File: src/rtl/core/madl_pkg.sv
// ----------------------------------------------------------------------------
// madl_pkg: shared definitions for the address allow/deny list filter
// Field widths, operation codes, sequencer states and stream widths.
// ----------------------------------------------------------------------------
package madl_pkg;

    localparam int TABLE_DEPTH_DEF = 16;

    localparam int OP_W     = 2;
    localparam int ADDR_W   = 48;
    localparam int TYPE_W   = 8;
    localparam int MASK_W   = 2;
    localparam int ENTRY_W  = 5;

    // stream widths, padded to whole bytes
    localparam int S_TDATA_W = 56;
    localparam int M_TDATA_W = 8;

    typedef enum logic [OP_W-1:0] {
        OP_ADD_ALLOW = 2'd0,
        OP_ADD_DENY  = 2'd1,
        OP_CLEAR     = 2'd2,
        OP_CHECK     = 2'd3
    } opcode_t;

    typedef enum logic [1:0] {
        ST_IDLE = 2'd0,
        ST_SCAN = 2'd1,
        ST_LAST = 2'd2,
        ST_DONE = 2'd3
    } state_t;

endpackage

File: src/rtl/core/madl_ram.sv
// ----------------------------------------------------------------------------
// madl_ram: generic single-clock ram
// One write port and one read port, read data registered.
// ----------------------------------------------------------------------------
module madl_ram #(
    parameter int WIDTH = 48,
    parameter int DEPTH = 16
) (
    input  logic                                      aclk,
    input  logic                                      wr_en,
    input  logic [((DEPTH > 1) ? $clog2(DEPTH) : 1)-1:0] wr_addr,
    input  logic [WIDTH-1:0]                          wr_data,
    input  logic                                      rd_en,
    input  logic [((DEPTH > 1) ? $clog2(DEPTH) : 1)-1:0] rd_addr,
    output logic [WIDTH-1:0]                          rd_data
);

    logic [WIDTH-1:0] mem [DEPTH];

    always_ff @(posedge aclk) begin
        if (wr_en) begin
            mem[wr_addr] <= wr_data;
        end
        if (rd_en) begin
            rd_data <= mem[rd_addr];
        end
    end

endmodule

File: src/rtl/core/mac_allow_deny_list_filter.sv
// ----------------------------------------------------------------------------
// mac_allow_deny_list_filter: device address allow/deny list filter
// Keeps a list of 48-bit addresses with an allow or deny mode and checks
// reported devices against it, one stored entry compared per cycle.
// ----------------------------------------------------------------------------
// usage
//   s_ channel: one item per command; s_tuser carries the opcode (add to
//   allow list, add to deny list, clear, check), s_tdata the address and
//   the address type. m_ channel: one result item per command with the
//   accept flag and the entry count after the command.
//   cfg channel: writes the 2-bit address type mask, always ready; write it
//   only while no command is in flight.
// sequence
//   add and clear: the accepting edge moves the sequencer to the done step, which
//   loads the output register and returns to idle
//   check: idle, then the scan step once per stored entry, the last step for the
//   final compare, then done; a check on an empty list goes straight to done; the scan
//   reads the address ram once per entry through its single read port
//   one command at a time: s_tready is high only while the sequencer idles
// reset
//   aresetn low (synchronous) empties the list, selects allow mode, clears
//   the mask and drops any pending result; ram contents are left as is
// stall
//   a result waits in the output register while m_tready is low; the next
//   command is still taken and its result held back until the register frees
// ----------------------------------------------------------------------------
module mac_allow_deny_list_filter #(
    parameter int TABLE_DEPTH = madl_pkg::TABLE_DEPTH_DEF
) (
    input  logic                             aclk,
    input  logic                             aresetn,
    // command stream
    input  logic                             s_tvalid,
    output logic                             s_tready,
    input  logic [madl_pkg::S_TDATA_W-1:0]   s_tdata,   // device_addr[47:0], addr_type[55:48]
    input  logic [madl_pkg::OP_W-1:0]        s_tuser,   // opcode[1:0]
    // result stream
    output logic                             m_tvalid,
    input  logic                             m_tready,
    output logic [madl_pkg::M_TDATA_W-1:0]   m_tdata,   // accept[0], entry_count[5:1], zero[7:6]
    // configuration write
    input  logic                             cfg_valid,
    output logic                             cfg_ready,
    input  logic [madl_pkg::MASK_W-1:0]      cfg_data   // addr_type_mask[1:0]
);

    localparam int IDX_W   = (TABLE_DEPTH > 1) ? $clog2(TABLE_DEPTH) : 1;
    localparam int CNT_W   = $clog2(TABLE_DEPTH + 1);
    localparam int ADDR_W  = madl_pkg::ADDR_W;
    localparam int TYPE_W  = madl_pkg::TYPE_W;
    localparam int MASK_W  = madl_pkg::MASK_W;
    localparam int ENTRY_W = madl_pkg::ENTRY_W;

    // sequencer and command registers
    madl_pkg::state_t  state_reg, state_next;
    madl_pkg::opcode_t op_reg, op_next;
    logic [ADDR_W-1:0] addr_reg, addr_next;
    logic [TYPE_W-1:0] type_reg, type_next;

    // list state
    logic [CNT_W-1:0]  count_reg, count_next;
    logic              deny_reg, deny_next;
    logic [MASK_W-1:0] mask_reg;

    // scan state
    logic [IDX_W-1:0]  idx_reg, idx_next;
    logic              pend_reg, pend_next;   // ram read data is valid to compare
    logic              hit_reg, hit_next;

    // output register
    logic               m_valid_reg, m_valid_next;
    logic               m_accept_reg, m_accept_next;
    logic [ENTRY_W-1:0] m_count_reg, m_count_next;

    // ram ports
    logic              wr_en;
    logic [IDX_W-1:0]  wr_addr;
    logic              rd_en;
    logic [IDX_W-1:0]  rd_addr;
    logic [ADDR_W-1:0] rd_data;

    logic match;
    logic pass;

    madl_ram #(
        .WIDTH (ADDR_W),
        .DEPTH (TABLE_DEPTH)
    ) u_table (
        .aclk    (aclk),
        .wr_en   (wr_en),
        .wr_addr (wr_addr),
        .wr_data (s_tdata[ADDR_W-1:0]),
        .rd_en   (rd_en),
        .rd_addr (rd_addr),
        .rd_data (rd_data)
    );

    assign s_tready  = (state_reg == madl_pkg::ST_IDLE);
    assign cfg_ready = 1'b1;
    assign m_tvalid  = m_valid_reg;
    assign m_tdata   = {{(madl_pkg::M_TDATA_W - ENTRY_W - 1){1'b0}}, m_count_reg, m_accept_reg};

    // the one comparator, fed by the ram read port during the scan
    assign match = pend_reg && (rd_data == addr_reg);

    // empty list passes in either mode, otherwise membership xor deny
    assign pass = (count_reg == '0) ? 1'b1 : (hit_reg ^ deny_reg);

    always_comb begin
        state_next    = state_reg;
        op_next       = op_reg;
        addr_next     = addr_reg;
        type_next     = type_reg;
        count_next    = count_reg;
        deny_next     = deny_reg;
        idx_next      = idx_reg;
        pend_next     = pend_reg;
        hit_next      = hit_reg;
        m_valid_next  = m_valid_reg;
        m_accept_next = m_accept_reg;
        m_count_next  = m_count_reg;
        wr_en         = 1'b0;
        wr_addr       = count_reg[IDX_W-1:0];
        rd_en         = 1'b0;
        rd_addr       = idx_reg;

        // result taken downstream
        if (m_valid_reg && m_tready) begin
            m_valid_next = 1'b0;
        end

        case (state_reg)
            madl_pkg::ST_IDLE: begin
                if (s_tvalid) begin
                    op_next   = madl_pkg::opcode_t'(s_tuser);
                    addr_next = s_tdata[ADDR_W-1:0];
                    type_next = s_tdata[ADDR_W +: TYPE_W];
                    hit_next  = 1'b0;
                    pend_next = 1'b0;
                    idx_next  = '0;
                    case (madl_pkg::opcode_t'(s_tuser))
                        madl_pkg::OP_ADD_ALLOW, madl_pkg::OP_ADD_DENY: begin
                            deny_next = (madl_pkg::opcode_t'(s_tuser) == madl_pkg::OP_ADD_DENY);
                            // full list: mode still changes, address dropped
                            if (count_reg < CNT_W'(TABLE_DEPTH)) begin
                                wr_en      = 1'b1;
                                count_next = count_reg + CNT_W'(1);
                            end
                            state_next = madl_pkg::ST_DONE;
                        end
                        madl_pkg::OP_CLEAR: begin
                            count_next = '0;
                            state_next = madl_pkg::ST_DONE;
                        end
                        madl_pkg::OP_CHECK: begin
                            if (count_reg == '0) begin
                                state_next = madl_pkg::ST_DONE;
                            end else begin
                                state_next = madl_pkg::ST_SCAN;
                            end
                        end
                        default: begin
                            state_next = madl_pkg::ST_DONE;
                        end
                    endcase
                end
            end
            madl_pkg::ST_SCAN: begin
                // read entry idx, compare the one read last cycle
                rd_en     = 1'b1;
                pend_next = 1'b1;
                hit_next  = hit_reg | match;
                if (CNT_W'(idx_reg) + CNT_W'(1) == count_reg) begin
                    state_next = madl_pkg::ST_LAST;
                end else begin
                    idx_next = idx_reg + IDX_W'(1);
                end
            end
            madl_pkg::ST_LAST: begin
                // compare the final entry
                hit_next   = hit_reg | match;
                pend_next  = 1'b0;
                state_next = madl_pkg::ST_DONE;
            end
            madl_pkg::ST_DONE: begin
                if (!m_valid_reg || m_tready) begin
                    m_valid_next  = 1'b1;
                    m_accept_next = (op_reg == madl_pkg::OP_CHECK) && pass &&
                                    ((type_reg[MASK_W-1:0] & mask_reg) == '0);
                    m_count_next  = ENTRY_W'(count_reg);
                    state_next    = madl_pkg::ST_IDLE;
                end
            end
            default: begin
                state_next = madl_pkg::ST_IDLE;
            end
        endcase
    end

    // control registers
    always_ff @(posedge aclk) begin
        if (!aresetn) begin
            state_reg   <= madl_pkg::ST_IDLE;
            count_reg   <= '0;
            deny_reg    <= 1'b0;
            mask_reg    <= '0;
            pend_reg    <= 1'b0;
            m_valid_reg <= 1'b0;
        end else begin
            state_reg   <= state_next;
            count_reg   <= count_next;
            deny_reg    <= deny_next;
            pend_reg    <= pend_next;
            m_valid_reg <= m_valid_next;
            if (cfg_valid && cfg_ready) begin
                mask_reg <= cfg_data;
            end
        end
    end

    // payload registers
    always_ff @(posedge aclk) begin
        op_reg       <= op_next;
        addr_reg     <= addr_next;
        type_reg     <= type_next;
        idx_reg      <= idx_next;
        hit_reg      <= hit_next;
        m_accept_reg <= m_accept_next;
        m_count_reg  <= m_count_next;
    end

    // checks
    a_count_bound: assert property (@(posedge aclk) disable iff (!aresetn)
        count_reg <= CNT_W'(TABLE_DEPTH))
        else $error("entry count above table depth");

    a_busy_after_accept: assert property (@(posedge aclk) disable iff (!aresetn)
        (s_tvalid && s_tready) |=> !s_tready)
        else $error("new item taken while the previous one is in work");

    a_result_from_done: assert property (@(posedge aclk) disable iff (!aresetn)
        (m_valid_reg && !$past(m_valid_reg)) |-> $past(state_reg == madl_pkg::ST_DONE))
        else $error("result loaded outside the done step");

endmodule

File: config.mk
export PLATFORM = sky130hd
export DESIGN_NAME = mac_allow_deny_list_filter
export DESIGN_NICKNAME = d
export VERILOG_FILES = /design/src/rtl/core/madl_pkg.sv /design/src/rtl/core/madl_ram.sv /design/src/rtl/core/mac_allow_deny_list_filter.sv
export SDC_FILE = /design/constraint.sdc
export NUM_CORES = 1
export LEC_CHECK = 0
export ABC_AREA = 1
export BUFFER_PORTS_ARGS = -buffer_cell sky130_fd_sc_hd__buf_2
export CORE_MARGIN = 8
export CORE_UTILIZATION = 56
export CTS_CLUSTER_SIZE = 16
export DETAILED_ROUTE_END_ITERATION = 10
export GPL_TIMING_DRIVEN = 1
export PLACE_DENSITY_LB_ADDON = 0.25
export SYNTH_ARGS = -nofsm -noshare
export SYNTH_HDL_FRONTEND = slang
export SYNTH_SLANG_ARGS = --single-unit
File: constraint.sdc
create_clock -name aclk -period 5.01 [get_ports aclk]
set_input_delay 0.2505 -clock aclk [delete_from_list [all_inputs] [get_ports aclk]]
set_output_delay 0.2505 -clock aclk [all_outputs]
set_load 0.005 [all_outputs]
==> impl.org, run 1 <==
** Run status
- Outcome :: finished, final reports clean

** Yosys
- Simple-gate area share of the yosys netlist :: 7.88%
- Yosys Warn Count :: 0
- Of the total synthesized cell area, the portion taken by full adders, half adders and majority gates is 0.356%.
- Synth async-reset ratio :: 0%
- Among all flip-flop cells after synthesis, the most frequent one is edfxtp_1.
- After synthesis, the share of cell area in mux cells is 2.85%.
- Post-Syn Instances :: 2513
- The synthesized design contains 891 register bits.
- Dominant combinational cell family by area after synthesis :: compound AO/OA/AOI/OAI gates
- Sequential-to-total area share from yosys stat :: 75.8%
- Mean cell area of the mapped netlist :: 14.0 µm²
- Cell area after technology mapping :: 0.0351 mm²
- Number of enable-type register cells in the synthesized netlist :: 879
- The synthesized netlist devotes 9.62% of its cell area to compound gates.
- By area the synthesized netlist is led by edfxtp_1 75%, nor2_1 4.8%, o21ai_0 3.7%.
- In this run the biggest area consumer among cell types represents between 70% and 80% of the synthesized area.
- Yosys top cell by area :: edfxtp_1
- The synthesized netlist devotes 0.199% of its cell area to XOR and XNOR gates.
- Yosys mapped the design onto 34 distinct sky130hd cell types.

** Clocking
- The tree built by TritonCTS fans out to 891 sinks.
- Clock transition at path regs :: ~60 ps
- Clock tree from TritonCTS :: built
- The tree is rooted in a clkbuf_16.
- In this run the post-CTS setup repair buffer count came out at 0.
- Counting the buffers created by CTS gives between 80 and 90.
- CTS H-tree depth :: 3
- For the worst-skew pair, the clock arrives at the later sink with an insertion delay of about 630 ps.
- Once the clock tree was built, the resizer swapped 0 gates to a different size.
- Max Buffers Root-to-Sink :: 3
- Count of hold-fix buffers inserted at cts :: 57

** Timing
- Maximum frequency from static timing analysis :: around 300 MHz
- Setup repair after global routing left no endpoint under its margin.
- In the finished design, the share of the clock period the worst path needs comes to 67.6%.
- The max-slew violation count was 0.
- Setup violations remaining at the end of the flow were counted as 0.
- The clock arrives with 15.5 ps of skew.
- On the final layout, the worst hold slack is around 49 ps.
- The final hold violation count was 0.
- Clock period minus worst slack :: approximately 3400 ps
- Worst slew pin tran :: 1290 ps
- Max_slew headroom :: 13.6%

** Worst setup path
- The startpoint identified for the worst register-to-register timing path is state_reg[1]$_SDFFE_PN0P_.
- STA classifies the critical path startpoint as a flop.
- Capture point of the worst reg-to-reg path :: u_table.mem[9][36]$_DFFE_PP_
- In this run the worst path has a maximum fanout of 19.
- STA classifies the critical path endpoint as a flop.
- Crit Path Class :: reg -> reg
- Worst endpoint required time :: 5300 ps
- Register-to-Register Setup Slack :: around 1600 ps
- Data arrival time of the worst path :: 3680 ps
- Worst reg-to-reg path cell count :: 9

** Finish
- Relative to the synthesized area, the layout overhead comes to 12.2%.
- After the flow finishes, the layout carries non-filler instances totaling 3520.
- The sequential cells in the finished layout cover a total of between 0.02 and 0.03 mm².
- Area of all placed cells without fillers :: 0.0394 mm²
- In the final layout, the multi-input gates occupy 0.00747 mm².
- Share of post-route cells with drive strength above 1 :: under 10%
- The register with the most flip-flops in the layout has 768 of them.
- Leading cell type in the layout, fill and taps excluded :: edfxtp_1
- In the layout the commonest cells are 879 x edfxtp_1, 438 x nor2_1, 258 x o21ai_0.
- Count of fill cells added during filler insertion :: 4526
- Number of nets in the layout :: 2685

** Placement
- In this run, placement finished with an instance count of 3312.
- DPL Wire Length :: just over 40000 µm
- Once placement finished, the instance area stood at 0.0362 mm².
- In this run the tool buffered the top-level ports with 66 buffer cells.
- Final weighted congestion in routability-driven placement :: 0.796

** Power
- Total power :: 20.8 mW
- For this design the static power due to leakage is about 13 nW.
- Power density over the cells :: 527 mW/mm²
- Peak ir drop on the vdd network :: 0.564 mV

** GRT
- Global-route wire length before repair :: ~120000 µm
- GRT Resource Usage Total :: 22.9%
- Largest net degree at the start of global routing :: 177
- Vias in the first global route :: 20.6k
- Gr ovfl total :: 0
- Number of antenna violations at the first check in global routing :: 0

** Die
- Core footprint :: 0.0626 mm²
- Horizontal die dimension :: 267 µm
- The die covers 0.0710 mm².
- The floorplan has 92 rows.
- Vertical die dimension :: about 270 µm
- The initial utilization of the core area, before any placement, comes to 56.1%.
- Pin placement for this block handled 76 I/O pins.

** Detailed routing
- DRT antenna net count :: 0
- DRC violation count after routing :: 0
- Drt total wl :: between 80000 and 90000 µm
- For this block, the via count after detailed routing is 21.1k.
- Routed wire per std cell :: 23.2 µm
- Drt first pass iters :: 5
- The detailed router finished its first iteration with 2763 violations.
- In the routed layout, each cell is associated on average with a via count of about 6.0.

** Worst hold path
- Worst min-delay path startpoint :: s_tdata[25]
- Class of the tightest hold or removal check :: in -> reg
- Hold path depth :: 1
- End point of the most critical hold path :: u_table.mem[14][25]$_DFFE_PP_

** Run
- Across the run, the number of max-cap violations was 0.
synth_stat cells (2+ instances only):
| master | n |
|---|---|
| conb_1 | 2 |
| buf_1 | 4 |
| nand2_1 | 178 |
| o21ai_1 | 48 |
| nand3_1 | 64 |
| o221ai_1 | 64 |
| edfxtp_1 | 879 |
| clkbuf_1 | 84 |
| dfxtp_1 | 12 |
| ha_1 | 10 |
| o211ai_1 | 128 |
| o21ai_0 | 258 |
| nor3_1 | 4 |
| mux2i_1 | 100 |
| buf_4 | 19 |
| a21oi_1 | 11 |
| buf_6 | 18 |
| nor2_1 | 451 |
| o22ai_1 | 40 |
| buf_2 | 29 |
| xnor2_1 | 7 |
| nand4_1 | 5 |
| inv_1 | 87 |
routing by layer:
metal / GRT usage, % / wire length [µm] / up-vias
met1: 31.8 / 33500 / 10600
li1: - / - / 9528
met2: 37.8 / 40400 / 894
met3: 3.07 / 6040 / 138
met4: 6.95 / 1810 / 0
met5: 0 / 0 / -
power breakdown:
| part | leakage (nW) | switching (mW) | total (mW) | internal, mW |
|---|---|---|---|---|
| Clock | 1.27 | 2.62 | 6.08 | 3.47 |
| Combinational | 3.85 | 3.93 | 5.67 | 1.74 |
| Sequential | 8.05 | 0.215 | 9.02 | 8.81 |
how the worst max path moves through the flow:
| stage | startpoint | end | slack, ps | depth (start not counted) |
|---|---|---|---|---|
| 6_report | state_reg[1]$_SDFFE_PN0P_ | u_table.mem[9][36]$_DFFE_PP_ | 1620 | 9 |
| 5_1_grt | state_reg[1]$_SDFFE_PN0P_ | u_table.mem[9][43]$_DFFE_PP_ | 1400 | 9 |
| 4_1_cts | state_reg[1]$_SDFFE_PN0P_ | u_table.mem[9][43]$_DFFE_PP_ | 1620 | 9 |
| 3_5_place_dp | state_reg[1]$_SDFFE_PN0P_ | u_table.mem[9][36]$_DFFE_PP_ | 1640 | 9 |
| 3_3_place_gp | state_reg[0]$_SDFFE_PN0P_ | u_table.mem[9][44]$_DFFE_PP_ | 1730 | 9 |
| 2_1_floorplan | state_reg[0]$_SDFFE_PN0P_ | u_table.mem[8][0]$_DFFE_PP_ | -50 | 8 |
area by class of cell:
cell class	count	share of cell area (%)
Antenna cell	1	0.00635
Inverter	89	0.866
Multi-Input combinational cell	1380	19.0
Clock inverter	41	0.854
Clock buffer	109	5.78
Timing Repair Buffer	163	3.30
Sequential cell	891	67.6
Tap cell	846	2.68
cells by family after synthesis:
group,after synthesis
compound gates,552
xor+xnor,8
simple gates,707
mux,100
buf+inv,243
fa+ha+maj,10
other cells,2
flops,891
worst max-delay path, cell delays in order, from the launching register on:
cell and delay [ps]:
dfxtp_1 360, inv_1 110, ha_1 280, nand2_1 170, nor2_1 150, inv_1 110
nor2_1 270, nand2_1 330, nor2_4 800, buf_4 460
per-stage QoR:
stage	worst slack [ps]	TNS (ps)	util [%]
floorplan	-48.9	-7030	-
global placement	1730	0	57.9
detailed placement	1640	0	57.9
CTS	1620	0	63.0
global route	1400	0	63.0
finish	1620	0	63.0
(Power assumes the default switching activity.)
==> inputs of run 2 (changes only) <==
==> constraint.sdc (replaced) <==
create_clock -name aclk -period 2.85 [get_ports aclk]
set_input_delay 0.1425 -clock aclk [delete_from_list [all_inputs] [get_ports aclk]]
set_output_delay 0.1425 -clock aclk [all_outputs]
set_load 0.005 [all_outputs]
==> run 2 against run 1 <==
Sequential share of layout area is 1.3 points lower. Combinational power is 82% higher. Cell area is 1.9% higher. Utilization is 1.2 points higher. Power is 80% higher. Final cell count is 1.1% higher. Critical path type unchanged. Critical endpoint is now u_table.mem[1][32]$_DFFE_PP_. Largest power group unchanged.
==> impl.org, run 2 (same netlist as run 1, synthesis figures left out) <==
** Timing
- The share of the clock period used by the worst path after layout was 92.7% (+25 points).
- The max-slew violation count was 0 (unchanged).
- The actual transition at the worst max-transition pin is 706 ps (-586 ps).
- The final hold violation count is 0 (unchanged).
- Setup skew after layout :: 19.3 ps (+3.81 ps)
- Maximum frequency from static timing analysis :: 379 MHz (+28%)
- The remaining max-slew budget at the tightest pin was 52.9% (+39 points).
- Post-route setup slack :: 208 ps (-1410 ps)
- Final setup viols :: 0 (unchanged)
- Clock period minus worst slack :: 2640 ps (-746 ps)
- Setup repair after global routing missed its margin :: false

** GRT
- The maximum number of pins on one net before global-route repair was 109 (-38%).
- GRT Resource Usage Total :: 23.0% (+0.11 points)
- Vias in the first global route :: 20.8k (+1.2%)
- The initial antenna violation count is 3 (+3).
- Gr ovfl total :: 0 (unchanged)
- The wire length of the first global-routing pass was 125000 µm (+0.44%).

** Die
- Effective utilization at floorplan :: 56.1% (unchanged)
- Core footprint :: 0.0626 mm² (unchanged)
- The number of standard-cell rows in the floorplan came to 92 (unchanged).
- I/O pin cnt :: 76 (unchanged)
- Die footprint :: 0.0710 mm² (unchanged)
- The floorplan die width is 267 µm (unchanged).
- The height of the die came to 267 µm (unchanged).

** Run
- The number of maximum-capacitance constraint violations is 0 (unchanged).

** Worst setup path
- Startpoint class of the critical path :: flop
- The worst reg2reg path depth came to 9 (unchanged).
- STA classifies the critical path endpoint as a flop.
- Crit Path Class :: reg -> reg
- The arrival time at the worst endpoint came to 2920 ps (-760 ps).
- The data required time of the critical path was 3120 ps (-2180 ps).
- Largest fanout of any net on the critical path :: 19 (unchanged)

** Worst hold path
- Hold path depth :: 2 (+1)
- Class of the tightest hold or removal check :: in -> reg

** Clocking
- The clock-pin transition on the worst setup and hold timing paths was 60 ps (about the same).
- The cell sitting at the root of the clock tree is a clkbuf_16.
- TritonCTS buffer count :: 89 (+4.7%)
- The maximum number of buffers from clock root to sink is 3 (unchanged).
- Clock latency at the later pin of the worst-skew pair :: 630 ps (about the same)
- TritonCTS built the clock tree.
- Number of sinks driven by the clock tree :: 891 (unchanged)
- The maximum level of the CTS H-tree is 3 (unchanged).

** Placement
- Final weighted congestion in routability-driven placement :: 0.814 (+2.2%)
- Pre-CTS setup slack :: 236 ps (-1410 ps)
- The count of port buffers added during placement came to 66 (unchanged).
- The post-detailed-placement half-perimeter wirelength is 43200 µm (+4.5%).

** Detailed routing
- The wire length after detailed routing is 82600 µm (+1.1%).
- The detailed-route wire length per cell is 23.2 µm (about the same).
- DRT antenna net count :: 0 (unchanged)
- The ratio of routed vias to standard cells is 5.99 (-0.23%).
- The via count came to 21.3k (+0.90%).
- The detailed-routing iteration count for the pre-antenna-repair pass was 6 (+1).
- Violation count after the first detailed-routing iteration :: 2414 (-13%)
- DRC violation count after routing :: 0 (unchanged)

** Finish
- Share of post-route cells with drive strength above 1 :: 10.5% (+1.5 points)
- Leading cell type in the layout, fill and taps excluded :: edfxtp_1
- The net count of the finished layout came to 2721 (+1.3%).
- The number of fillers in the final layout was 4446 (-1.8%).
- The area growth from synthesis to layout is 14.3%.
- The number of antenna cells inserted came to 0 (-1).
- Leaving out fill and tap cells, the most frequent cells in the layout are 879 x edfxtp_1, 437 x nor2_1, 258 x o21ai_0.
- Largest register FFs :: 768 (unchanged)

** Power
- The power per cell area was 933 mW/mm² (+77%).
- LEAKAGE :: 13.5 nW (+2.6%)
- The relative contribution of the clock network to total power came to 30.1% (+0.8 points).
- Total power :: 37.5 mW (+80%)
- Comb power frac :: 27.6% (+0.3 points)
- The switching share of power was 32.3% (-0.23 points).
- The internal power contribution came to 25.4 mW (+81%).
- The part of the power in registers came to 42.3% (-1.1 points).
- The peak supply drop came to 0.686 mV (+22%).
- Switching component of the power :: 12.1 mW (+79%)

** Run status
- The flow ran to the end, and the final reports show no timing, DRC or antenna violations.
## run 2: worst max-delay path, cell delays in order (launching register included)
cell and delay (ps):
dfxtp_1 360, inv_1 110, ha_2 240, nand2_1 130
nor2_1 140, inv_1 110, nor2_2 260, nand2_1 310
nor2_4 200, buf_4 410
## run 2: worst paths after layout
kind	startpoint	to	slack (ps)
setup / recovery	state_reg[0]$_SDFFE_PN0P_	u_table.mem[1][32]$_DFFE_PP_	210
hold / removal	s_tdata[49]	type_reg[1]$_DFFE_PP_	250
setup reg to reg	state_reg[0]$_SDFFE_PN0P_	u_table.mem[1][32]$_DFFE_PP_	210
hold reg to reg	m_tvalid$_SDFF_PN0_	m_tvalid$_SDFF_PN0_	530
## run 2: cell type report
| cell class | count | area, µm² | share of cell area (%) |
|---|---|---|---|
| clock buffer | 111 | 2370 | 5.90 |
| clock inverter | 48 | 453 | 1.13 |
| inverter | 89 | 342 | 0.850 |
| multi-input combinational | 1380 | 7500 | 18.7 |
| sequential | 891 | 26600 | 66.3 |
| tap | 846 | 1060 | 2.63 |
| timing repair buffer | 195 | 1830 | 4.55 |
## run 2: power groups by stage
stage / clock network, mW / registers (mW) / logic (mW)
2_1_floorplan: 0 / 16.0 / 7.30
3_3_place_gp: 0 / 16.1 / 9.89
3_5_place_dp: 0 / 16.1 / 10.2
4_1_cts: 11.5 / 15.9 / 10.3
5_1_grt: 12.0 / 15.9 / 11.4
6_report: 11.3 / 15.9 / 10.3
## run 2: layer usage
| layer | track usage [%] | share of wire (%) | up-vias | routed length [µm] |
|---|---|---|---|---|
| met5 | 0 | 0.053 | - | 44 |
| met4 | 7.37 | 2.7 | 6 | 2240 |
| met3 | 3.66 | 8.2 | 154 | 6780 |
| met2 | 37.5 | 48 | 952 | 39800 |
| met1 | 31.8 | 41 | 10600 | 33800 |
| li1 | - | - | 9613 | - |
## run 2: stage by stage
step | setup TNS [ps] | util [%] | std cells | area [µm²] | hold slack [ps]
6_report | 0 | 64.2 | 3560 | 40200 | 252
2_1_floorplan | -54670 | - | 2514 | 35200 | 241
5_1_grt | 0 | 64.2 | 3560 | 40200 | 254
4_1_cts | 0 | 64.2 | 3560 | 40200 | 218
3_5_place_dp | 0 | 58.7 | 3339 | 36700 | 324
3_3_place_gp | 0 | 58.7 | 3339 | 36700 | 323
## run 2: what timing repair did
action	CTS	global route
hold buffers	62	0
setup buffers	0	0
endpoints found under the hold margin	833	0
gates resized for setup	0	0
endpoints found under the setup margin	0	0
